<file path="src/design/aae_pkg.sv">
// ----------------------------------------------------------------------------
// aae_pkg
// Shared types, character constants and the escape-sequence character lookup
// for the color attribute to ANSI escape expander.
// ----------------------------------------------------------------------------
package aae_pkg;

    localparam logic [7:0] ESC_CHAR   = 8'h1B;
    localparam logic [7:0] ZERO_BYTE  = 8'h00;
    localparam logic [7:0] CH_LBRACK  = 8'h5B;  // '['
    localparam logic [7:0] CH_SEMI    = 8'h3B;  // ';'
    localparam logic [7:0] CH_M       = 8'h6D;  // 'm'
    localparam logic [7:0] CH_DIGIT0  = 8'h30;  // '0'
    localparam logic [7:0] CH_DIGIT1  = 8'h31;  // '1'
    localparam logic [7:0] CH_DIGIT3  = 8'h33;  // '3'
    localparam logic [7:0] CH_DIGIT4  = 8'h34;  // '4'
    localparam logic [7:0] CH_DIGIT9  = 8'h39;  // '9'

    // position within an expanded sequence (at most 11 characters)
    localparam int unsigned SEQ_IDX_W = 4;

    localparam logic [SEQ_IDX_W-1:0] IDX_ESC    = 4'd0;
    localparam logic [SEQ_IDX_W-1:0] IDX_LBRACK = 4'd1;
    localparam logic [SEQ_IDX_W-1:0] IDX_RESET  = 4'd2;
    localparam logic [SEQ_IDX_W-1:0] IDX_SEMI1  = 4'd3;
    localparam logic [SEQ_IDX_W-1:0] IDX_FG_HI  = 4'd4;
    localparam logic [SEQ_IDX_W-1:0] IDX_FG_LO  = 4'd5;
    localparam logic [SEQ_IDX_W-1:0] IDX_SEMI2  = 4'd6;
    localparam logic [SEQ_IDX_W-1:0] IDX_BG_0   = 4'd7;
    localparam logic [SEQ_IDX_W-1:0] IDX_BG_1   = 4'd8;
    localparam logic [SEQ_IDX_W-1:0] IDX_BG_2   = 4'd9;
    localparam logic [SEQ_IDX_W-1:0] IDX_BG_3   = 4'd10;

    // one unit of work handed from the decoder to the emitter
    typedef struct packed {
        logic       vld;   // a job is produced this cycle
        logic       seq;   // expand data as a color attribute
        logic [7:0] data;  // plain byte or attribute
    } t_job;

    // character and last flag of one position of the attribute expansion
    typedef struct packed {
        logic [7:0] ch;
        logic       last;
    } t_seq_char;

    // ones digit of both color codes: the low three bits reversed
    function automatic logic [7:0] color_ones(input logic [3:0] nib);
        return CH_DIGIT0 + {5'd0, nib[0], nib[1], nib[2]};
    endfunction

    function automatic t_seq_char seq_char(input logic [7:0] attr,
                                           input logic [SEQ_IDX_W-1:0] idx);
        logic [3:0] fg;
        logic [3:0] bg;
        logic       fg_bright;
        logic       bg_bright;
        logic [7:0] fg_tens;
        logic [7:0] bg_tens;
        t_seq_char  r;
        fg        = attr[3:0];
        bg        = attr[7:4];
        // foreground yellow and white, and background white, stay in the normal range
        fg_bright = fg[3] && (fg[2:1] != 2'b11);
        bg_bright = bg[3] && (bg != 4'hF);
        fg_tens   = fg_bright ? CH_DIGIT9 : CH_DIGIT3;
        bg_tens   = bg_bright ? CH_DIGIT0 : CH_DIGIT4;
        r.last    = 1'b0;
        unique case (idx)
            IDX_ESC:    r.ch = ESC_CHAR;
            IDX_LBRACK: r.ch = CH_LBRACK;
            IDX_RESET:  r.ch = CH_DIGIT0;
            IDX_SEMI1:  r.ch = CH_SEMI;
            IDX_FG_HI:  r.ch = fg_tens;
            IDX_FG_LO:  r.ch = color_ones(fg);
            IDX_SEMI2:  r.ch = CH_SEMI;
            IDX_BG_0:   r.ch = bg_bright ? CH_DIGIT1 : bg_tens;
            IDX_BG_1:   r.ch = bg_bright ? bg_tens : color_ones(bg);
            IDX_BG_2: begin
                r.ch   = bg_bright ? color_ones(bg) : CH_M;
                r.last = !bg_bright;
            end
            IDX_BG_3: begin
                r.ch   = CH_M;
                r.last = 1'b1;
            end
            default: begin
                r.ch   = CH_M;
                r.last = 1'b1;
            end
        endcase
        return r;
    endfunction

endpackage

</file>
<file path="src/design/aae_if.sv">
// ----------------------------------------------------------------------------
// aae_in_if / aae_out_if
// Valid/ready stream channels for console bytes in and serial characters out.
// ----------------------------------------------------------------------------
interface aae_in_if;
    logic       valid;
    logic       ready;
    logic [7:0] byte_in;
    logic       first_of_call;

    modport source (output valid, output byte_in, output first_of_call, input ready);
    modport sink   (input valid, input byte_in, input first_of_call, output ready);
endinterface

interface aae_out_if;
    logic       valid;
    logic       ready;
    logic [7:0] char_out;
    logic       last_of_run;

    modport source (output valid, output char_out, output last_of_run, input ready);
    modport sink   (input valid, input char_out, input last_of_run, output ready);
endinterface

</file>
<file path="src/design/color_attribute_to_ansi_escape_core.sv">
// ----------------------------------------------------------------------------
// color_attribute_to_ansi_escape_core
// Console byte stream filter that expands escape-prefixed color attributes
// into ANSI SGR sequences.
//
//   channel | dir | payload                        | transaction
//   --------+-----+--------------------------------+-----------------------
//   i_in    | in  | byte_in[7:0], first_of_call    | valid && ready
//   o_out   | out | char_out[7:0], last_of_run     | valid && ready
//
// A plain byte goes via the job register to the output register; bytes
// stream at one per cycle when not stalled. An attribute gives 10 or 11
// characters from the job register at that rate; input waits for the last.
// Escape, zero and halted bytes produce nothing and wait only on job_ready.
// Synchronous active-low reset clears call state, job and output valid.
// A stalled output holds its character; the job register waits behind it.
// ----------------------------------------------------------------------------
module color_attribute_to_ansi_escape_core
    import aae_pkg::*;
(
    input  logic       i_clk,
    input  logic       i_rst_n,
    aae_in_if.sink     i_in,
    aae_out_if.source  o_out
);

    logic in_accept;
    logic job_ready;
    t_job job;

    assign i_in.ready = job_ready;
    assign in_accept  = i_in.valid && job_ready;

    // call state and byte classification
    aae_dec u_dec (
        .i_clk    (i_clk),
        .i_rst_n  (i_rst_n),
        .i_accept (in_accept),
        .i_byte   (i_in.byte_in),
        .i_first  (i_in.first_of_call),
        .o_job    (job)
    );

    // character emission
    aae_emit u_emit (
        .i_clk       (i_clk),
        .i_rst_n     (i_rst_n),
        .i_job       (job),
        .i_out_ready (o_out.ready),
        .o_job_ready (job_ready),
        .o_out_valid (o_out.valid),
        .o_out_char  (o_out.char_out),
        .o_out_last  (o_out.last_of_run)
    );

endmodule

</file>
<file path="src/design/aae_dec.sv">
// ----------------------------------------------------------------------------
// aae_dec
// Call state tracking: swallows escapes and zero bytes, marks attributes and
// turns each accepted byte into at most one emitter job.
// ----------------------------------------------------------------------------
module aae_dec
    import aae_pkg::*;
(
    input  logic       i_clk,
    input  logic       i_rst_n,
    input  logic       i_accept,
    input  logic [7:0] i_byte,
    input  logic       i_first,
    output t_job       o_job
);

    logic r_esc;
    logic r_halt;
    logic n_esc;
    logic n_halt;
    logic esc_eff;
    logic halt_eff;

    // a new call clears both flags before the byte is looked at
    assign esc_eff  = i_first ? 1'b0 : r_esc;
    assign halt_eff = i_first ? 1'b0 : r_halt;

    // classify the byte
    always_comb begin
        n_esc      = esc_eff;
        n_halt     = halt_eff;
        o_job.vld  = 1'b0;
        o_job.seq  = 1'b0;
        o_job.data = i_byte;
        priority if (halt_eff) begin
            // call ended, byte dropped
        end else if (esc_eff) begin
            n_esc     = 1'b0;
            o_job.vld = i_accept;
            o_job.seq = 1'b1;
        end else if (i_byte == ZERO_BYTE) begin
            n_halt = 1'b1;
        end else if (i_byte == ESC_CHAR) begin
            n_esc = 1'b1;
        end else begin
            o_job.vld = i_accept;
        end
    end

    // state update on each transaction
    always_ff @(posedge i_clk) begin
        if (!i_rst_n) begin
            r_esc  <= 1'b0;
            r_halt <= 1'b0;
        end else if (i_accept) begin
            r_esc  <= n_esc;
            r_halt <= n_halt;
        end
    end

endmodule

</file>
<file path="src/design/aae_emit.sv">
// ----------------------------------------------------------------------------
// aae_emit
// Job register plus output register: passes plain bytes straight on and
// steps through the escape sequence of an attribute one character a cycle when not stalled.
// ----------------------------------------------------------------------------
module aae_emit
    import aae_pkg::*;
(
    input  logic       i_clk,
    input  logic       i_rst_n,
    input  t_job       i_job,
    input  logic       i_out_ready,
    output logic       o_job_ready,
    output logic       o_out_valid,
    output logic [7:0] o_out_char,
    output logic       o_out_last
);

    logic                 r_job_vld;
    logic                 r_job_seq;
    logic [7:0]           r_job_data;
    logic [SEQ_IDX_W-1:0] r_idx;
    logic                 r_out_vld;
    logic [7:0]           r_out_char;
    logic                 r_out_last;
    t_seq_char            seq_c;
    logic [7:0]           cur_char;
    logic                 cur_last;
    logic                 load;
    logic                 take;
    logic                 done;

    // character of the job at the current position
    assign seq_c    = seq_char(r_job_data, r_idx);
    assign cur_char = r_job_seq ? seq_c.ch : r_job_data;
    assign cur_last = r_job_seq ? seq_c.last : 1'b1;

    // output register frees up when empty or taken
    assign load        = !r_out_vld || i_out_ready;
    assign take        = r_job_vld && load;
    assign done        = take && cur_last;
    assign o_job_ready = !r_job_vld || done;

    // job register and sequence position
    always_ff @(posedge i_clk) begin
        if (!i_rst_n) begin
            r_job_vld <= 1'b0;
            r_idx     <= '0;
        end else begin
            if (i_job.vld) begin
                r_job_vld <= 1'b1;
            end else if (done) begin
                r_job_vld <= 1'b0;
            end
            if (done) begin
                r_idx <= '0;
            end else if (take) begin
                r_idx <= r_idx + 1'b1;
            end
        end
    end

    always_ff @(posedge i_clk) begin
        if (i_job.vld) begin
            r_job_seq  <= i_job.seq;
            r_job_data <= i_job.data;
        end
    end

    // output register
    always_ff @(posedge i_clk) begin
        if (!i_rst_n) begin
            r_out_vld <= 1'b0;
        end else if (load) begin
            r_out_vld <= r_job_vld;
        end
    end

    always_ff @(posedge i_clk) begin
        if (take) begin
            r_out_char <= cur_char;
            r_out_last <= cur_last;
        end
    end

    assign o_out_valid = r_out_vld;
    assign o_out_char  = r_out_char;
    assign o_out_last  = r_out_last;

endmodule

</file>
<file path="src/flat_wrapper.sv">
// flat-port wrapper written by rule: the top's interface ports become plain ports
module color_attribute_to_ansi_escape_core_flat import aae_pkg::*;
  (i_clk, i_rst_n, i_in_valid, i_in_byte_in, i_in_first_of_call, i_in_ready, o_out_valid, o_out_char_out, o_out_last_of_run, o_out_ready);
  aae_in_if i_in_i ();
  aae_out_if o_out_i ();
  input  logic i_clk;
  input  logic i_rst_n;
  input wire logic [$bits(i_in_i.valid)-1:0] i_in_valid;
  input wire logic [$bits(i_in_i.byte_in)-1:0] i_in_byte_in;
  input wire logic [$bits(i_in_i.first_of_call)-1:0] i_in_first_of_call;
  output wire logic [$bits(i_in_i.ready)-1:0] i_in_ready;
  output wire logic [$bits(o_out_i.valid)-1:0] o_out_valid;
  output wire logic [$bits(o_out_i.char_out)-1:0] o_out_char_out;
  output wire logic [$bits(o_out_i.last_of_run)-1:0] o_out_last_of_run;
  input wire logic [$bits(o_out_i.ready)-1:0] o_out_ready;
  assign i_in_i.valid = i_in_valid;
  assign i_in_i.byte_in = i_in_byte_in;
  assign i_in_i.first_of_call = i_in_first_of_call;
  assign i_in_ready = i_in_i.ready;
  assign o_out_valid = o_out_i.valid;
  assign o_out_char_out = o_out_i.char_out;
  assign o_out_last_of_run = o_out_i.last_of_run;
  assign o_out_i.ready = o_out_ready;
  color_attribute_to_ansi_escape_core u_core (.i_clk(i_clk), .i_rst_n(i_rst_n), .i_in(i_in_i), .o_out(o_out_i));
endmodule
</file>
<file path="config.mk">
export PLATFORM = sky130hd
export DESIGN_NAME = color_attribute_to_ansi_escape_core_flat
export DESIGN_NICKNAME = d
export VERILOG_FILES = /design/src/design/aae_pkg.sv /design/src/design/aae_if.sv /design/src/design/color_attribute_to_ansi_escape_core.sv /design/src/design/aae_dec.sv /design/src/design/aae_emit.sv /design/src/flat_wrapper.sv
export SDC_FILE = /design/constraint.sdc
export NUM_CORES = 1
export LEC_CHECK = 0
export ABC_AREA = 1
export BUFFER_PORTS_ARGS = -buffer_cell sky130_fd_sc_hd__buf_4
export CAP_MARGIN = 20
export CELL_PAD_IN_SITES_DETAIL_PLACEMENT = 0
export CELL_PAD_IN_SITES_GLOBAL_PLACEMENT = 2
export CORE_MARGIN = 5
export CORE_UTILIZATION = 33
export DETAILED_ROUTE_END_ITERATION = 10
export PLACE_DENSITY = 0.84
export SYNTH_ARGS = -nofsm -noshare
export SYNTH_HDL_FRONTEND = slang
export SYNTH_HIERARCHICAL = 1
export SYNTH_SLANG_ARGS = --single-unit
export TNS_END_PERCENT = 1
</file>
<file path="constraint.sdc">
create_clock -name i_clk -period 3.25 [get_ports i_clk]
set_input_delay 0.325 -clock i_clk [delete_from_list [all_inputs] [get_ports i_clk]]
set_output_delay 0.325 -clock i_clk [all_outputs]
set_load 0.03 [all_outputs]
</file>
## Word level (Yosys, flattened, before mapping)

Index checks and enable logic that the tools add are counted.

- Word-level logic and storage cells: 66
- Bits in registers: 26
- Input port bits: 13
- Output and inout port bits: 11

- $add $sub $neg: 3
- Muxes and demuxes: 25
- Bitwise gates (word level): 1
- Reductions and logical operators: 16
- Equality and inequality tests: 12

Operators by type and width:

| cell | number |
|---|---|
| 8-bit one-hot mux with 9 select lines | 1 |
| 4-bit by 3-bit equality test with 1-bit output (second input constant) | 4 |
| 1-bit 2-to-1 mux | 16 |
| 8-bit 2-to-1 mux | 2 |
| 6-bit by 3-bit adder with 7-bit output (first input constant) | 2 |
| 9-bit OR reduction | 1 |
| 4-bit by 2-bit equality test with 1-bit output (second input constant) | 2 |
| 4-bit equality test (second input constant) | 2 |
| 8-bit by 5-bit equality test with 1-bit output (second input constant) | 1 |
| 8-bit logical NOT | 1 |
| 7-bit 2-to-1 mux | 1 |
| 3-bit 2-to-1 mux | 2 |
| 1-bit logical AND | 5 |
| 4-bit by 1-bit adder with 4-bit output (second input constant) | 1 |
| 4-bit by 1-bit equality test with 1-bit output (second input constant) | 1 |
| 4-bit logical NOT | 1 |
| 4-bit 2-to-1 mux | 1 |
| 4-bit inequality test (second input constant) | 1 |
| 2-bit OR reduction | 2 |
| 1-bit logical NOT | 3 |
| 1-bit logical OR | 2 |
| 2-bit 2-to-1 mux | 1 |
| 2-bit inequality test (second input constant) | 1 |
| 1-bit one-hot mux with 2 select lines | 1 |
| other kinds (2) | 2 |

## Logic depth before layout (Yosys ltp)

- Word-level depth: 13
- Depth in mapped cells: 15
- Mapped depth without buffers: 15

## Modules after synthesis

Netlist, hierarchy kept.

By module, submodules not included:

| module | instances | cells each | area each (µm²) | sequential area each (µm²) |
|---|---|---|---|---|
| aae_emit | 1 | 130 | 1229.9 | 660.6 |
| aae_dec | 1 | 38 | 246.5 | 40.0 |
| color_attribute_to_ansi_escape_core | 1 | 2 | 7.5 | 0.0 |

## Worst setup path before layout

OpenSTA, ideal clock, no wires.

- Kind: register -> register
- From: register u_core.u_emit.r_idx[0]
- To: register u_core.u_emit.r_job_data[0], enable pin
- Data required time: 2.908 ns
- Cell stages (with the launch flop): 14
- Setup time: 0.342 ns
- Period minus slack after synthesis: 2.401 ns
- Slack: 0.849 ns
- Data arrival time: 2.059 ns
- Path buffers: 0
- Path through: dfxtp_1 > inv_1 > ha_1 > nor2_1 > nor2_2 > nor2_2 > nand3_2 > nand2_4 > nand2_4 > nand2_2 > nand2_1 > inv_1 > and2_1 > and3_1

RTL lines:

| item | RTL line | text |
|---|---|---|
| start, declared | aae_emit.sv:22 | `logic [SEQ_IDX_W-1:0] r_idx;` |
| start signal, assigned | aae_emit.sv:58 | `r_idx <= r_idx + 1'b1;` |
| end signal, assigned | aae_emit.sv:66 | `r_job_data <= i_job.data;` |
| end, declared | aae_emit.sv:21 | `logic [7:0] r_job_data;` |

==> metrics <==
RR Startpoint=u_core/u_emit/r_idx[0]; first-pass GRT wire length=5.00 mm; Syn Std Cell Area=about 0.0015 mm2; clk sinks=26; ANT nets after route=0; synth unique cells=32; final setup fails=0; critical path class=reg2reg; CTS tree=built; clk_lat worst skew=~0.26 ns; post-cts resize count=0; worst r2r path cells=13; vias in the first global route=1,120; Total Wirelength=between 2 and 3 mm; Pre-Repair DR Iteration Count=4; # diodes=0; # DRC=0; grt met3 use=0.0222; port buffer count=23; Vias=~1,100; global placement routability congestion=0.849; #FFs+latches synth=26; DPL Wire Length=around 2.3 mm; end of the critical path=u_core/u_emit/r_job_data[6]; Clock Tree Buf Depth=2; via/cell ratio=4.60; top cells by area, synth=edfxtp_1 36%, dfxtp_1 11%, nand2_1 6.6%, inv_1 5.1%, buf_4 4.6%; status=finished, final reports clean; Total GRT Usage=0.103; pin count of the biggest net entering global routing=16; Initial Utilization=0.341; Synth Area per Inst=just under 9 um2; CTS H-tree lvls=1; P&R area growth vs syn=15.9%; post-synth top area share=0.364; leakage=around 0.0007 uW; Fillers=~430; Top FF cell, synth=edfxtp_1; worst endpoint required time=between 3 and 4 ns; CORE AREA=between 0.004 and 0.005 mm2; DR WL/cell=12.0 um; number of placed I/O pins=24; gr ovfl total=0; RSZ-0062 raised after global routing=no; Slew Viols, Final=0; Final Hold Vio Count=0; CTS buffer count=3; R2R Path End=u_core/u_emit/r_job_data[6]; Syn Nets=between 150 and 200; cell taking the most area after synthesis=edfxtp_1; sequential area share after synthesis=0.472; PD cells=approximately 480 mW/mm2; busiest grt layer=met2; row cnt=24; Slew @ Worst Pin=approximately 0.38 ns; M1 GR Usage=0.127; Max transition margin=0.743; Post-synth ARST share=0; die height=just under 80 um; clk root buf=clkbuf_8; Critical Path AT=2.48 ns; Mapped Cells=170; startpoint types=register; Hold Crit Class=in2reg; R2R Setup Slk=~0.71 ns; Setup TNS Final=0 ns; nature of the critical path endpoint=register; Hold Buf Count CTS=0; IR drop worst, VDD=approximately 0.20 mV; initial antenna violation count=0; CTS clk-pin slew, worst paths=0.09 ns; critical path startpoint=u_core/u_emit/r_idx[0]; die area=just under 0.006 mm2; Max Cap Violations=0; die width=between 70 and 80 um; met2 Usage GRT=0.180; fraction of layout cells with a size suffix above 1=0.289; Finished Core Util=0.395; final worst-path setup slack=between 0.7 and 0.8 ns; Syn. warnings=6; 1st-iter DRT viols=59; Achievable Freq=roughly 390 MHz; min cycle time layout=~2.5 ns; Final period util=0.783; Post-Place Setup Slack=around 0.7 ns; Worst Skew=between 0.0007 and 0.0008 ns; nets@finish=205; worst-path maximum fanout=10; setup repair bufs after CTS=0; number of synthesized flops with an enable pin=18
[stage by stage]
step	total power, uW	cells	cell area [um2]	hold WS, ns
3_5_place_dp	573	235	1650	0.481
5_1_grt	875	239	1720	0.225
2_1_floorplan	523	170	1480	0.463
6_report	829	239	1720	0.239
3_3_place_gp	571	235	1650	0.484
4_1_cts	842	239	1720	0.233
[sequential cells by signal, summed over array words and instances, names as in the netlist]
signal and flops:
u_core/u_emit/r_job_data 8, u_core/u_dec/r_halt 1, u_core/u_emit/r_idx 4, u_core/u_emit/r_job_seq 1, u_core/u_emit/o_out_last 1, u_core/u_emit/o_out_char 8, u_core/u_emit/r_job_vld 1, u_core/u_dec/r_esc 1
u_core/u_emit/o_out_valid 1
[cells in the mapped netlist, types with 4 or more instances]
cell type  number
inv_1          20
nor2_1         16
nand2_4         4
nor2_2          7
nand2_1        26
edfxtp_1       18
dfxtp_1         8
inv_2           6
ha_1            4
a21oi_1        10
o21ai_0         6
nand3_1         6
buf_4           9
[cell type report]
type                       instances  area, um2  share of cell area
clock buffer                       3       41.3              0.0240
clock inverter                     1       30.0              0.0175
inverter                          28        105              0.0611
multi-input combinational        106        606               0.352
sequential                        26        701               0.407
tap                               52       65.1              0.0378
timing repair buffer              23        173               0.100
[critical path, cell delays in order, from the launching register on]
cell     delay (ns)
dfxtp_1        0.42
inv_1          0.10
ha_1           0.23
nor2_1         0.14
nor2_2         0.07
nor2_2         0.16
nand3_2        0.14
nand2_4        0.12
nand2_4        0.06
nand2_2        0.09
nand2_1        0.05
inv_1          0.09
and2_1         0.15
and3_1         0.40
[per-layer routing]
metal | vias to the layer above | share of wire | wire, um
met2 | 17 | 0.51 | 1460
met3 | 2 | 0.039 | 111
met5 | - | 0 | 0
met4 | 0 | 0.0066 | 19
met1 | 502 | 0.45 | 1270
li1 | 578 | - | -
[cells by family after synthesis]
logic type               after synthesis  share of synthesized area
XOR/XNOR                               2                     0.0118
AO/OA/AOI/OAI                         26                      0.102
buffers and inverters                 38                      0.120
flip-flops                            26                      0.472
adder cells (fa/ha/maj)                4                     0.0337
AND/OR/NAND/NOR                       74                      0.261
[cells in the final DEF, fill, tap and decap left out, types with 2 or more instances in the layout]
cell / instances
nand2_1: 26
buf_4: 23
inv_1: 20
edfxtp_1: 18
nor2_1: 16
a21oi_1: 10
dfxtp_1: 8
nor2_2: 7
inv_2: 6
nand3_1: 6
o21ai_0: 6
nand2_4: 4
ha_1: 4
clkbuf_8: 3
nand2_2: 3
nor3_1: 3
o21ai_1: 3
a21oi_2: 3
nand4_1: 2
clkinv_1: 2
xor2_1: 2
[where the power goes]
group,total [uW],internal (uW),switching [uW]
logic,159,56.6,102
clock network,266,165,101
registers,404,388,16.4
total,829,609,220
[how the worst min path moves through the flow]
stage                                             end  depth (start not counted)  slack [ns]                 startpoint
after global placement      u_core/u_emit/o_out_valid                          2        0.48  u_core/u_emit/o_out_valid
after global routing      u_core/u_emit/r_job_data[2]                          1        0.22            i_in_byte_in[2]
after CTS                 u_core/u_emit/r_job_data[5]                          1        0.23            i_in_byte_in[5]
after floorplan                   u_core/u_dec/r_halt                          2        0.46                    i_rst_n
final                     u_core/u_emit/r_job_data[5]                          1        0.24            i_in_byte_in[5]
after detailed placement    u_core/u_emit/o_out_valid                          2        0.48  u_core/u_emit/o_out_valid
(Power assumes the default switching activity.)
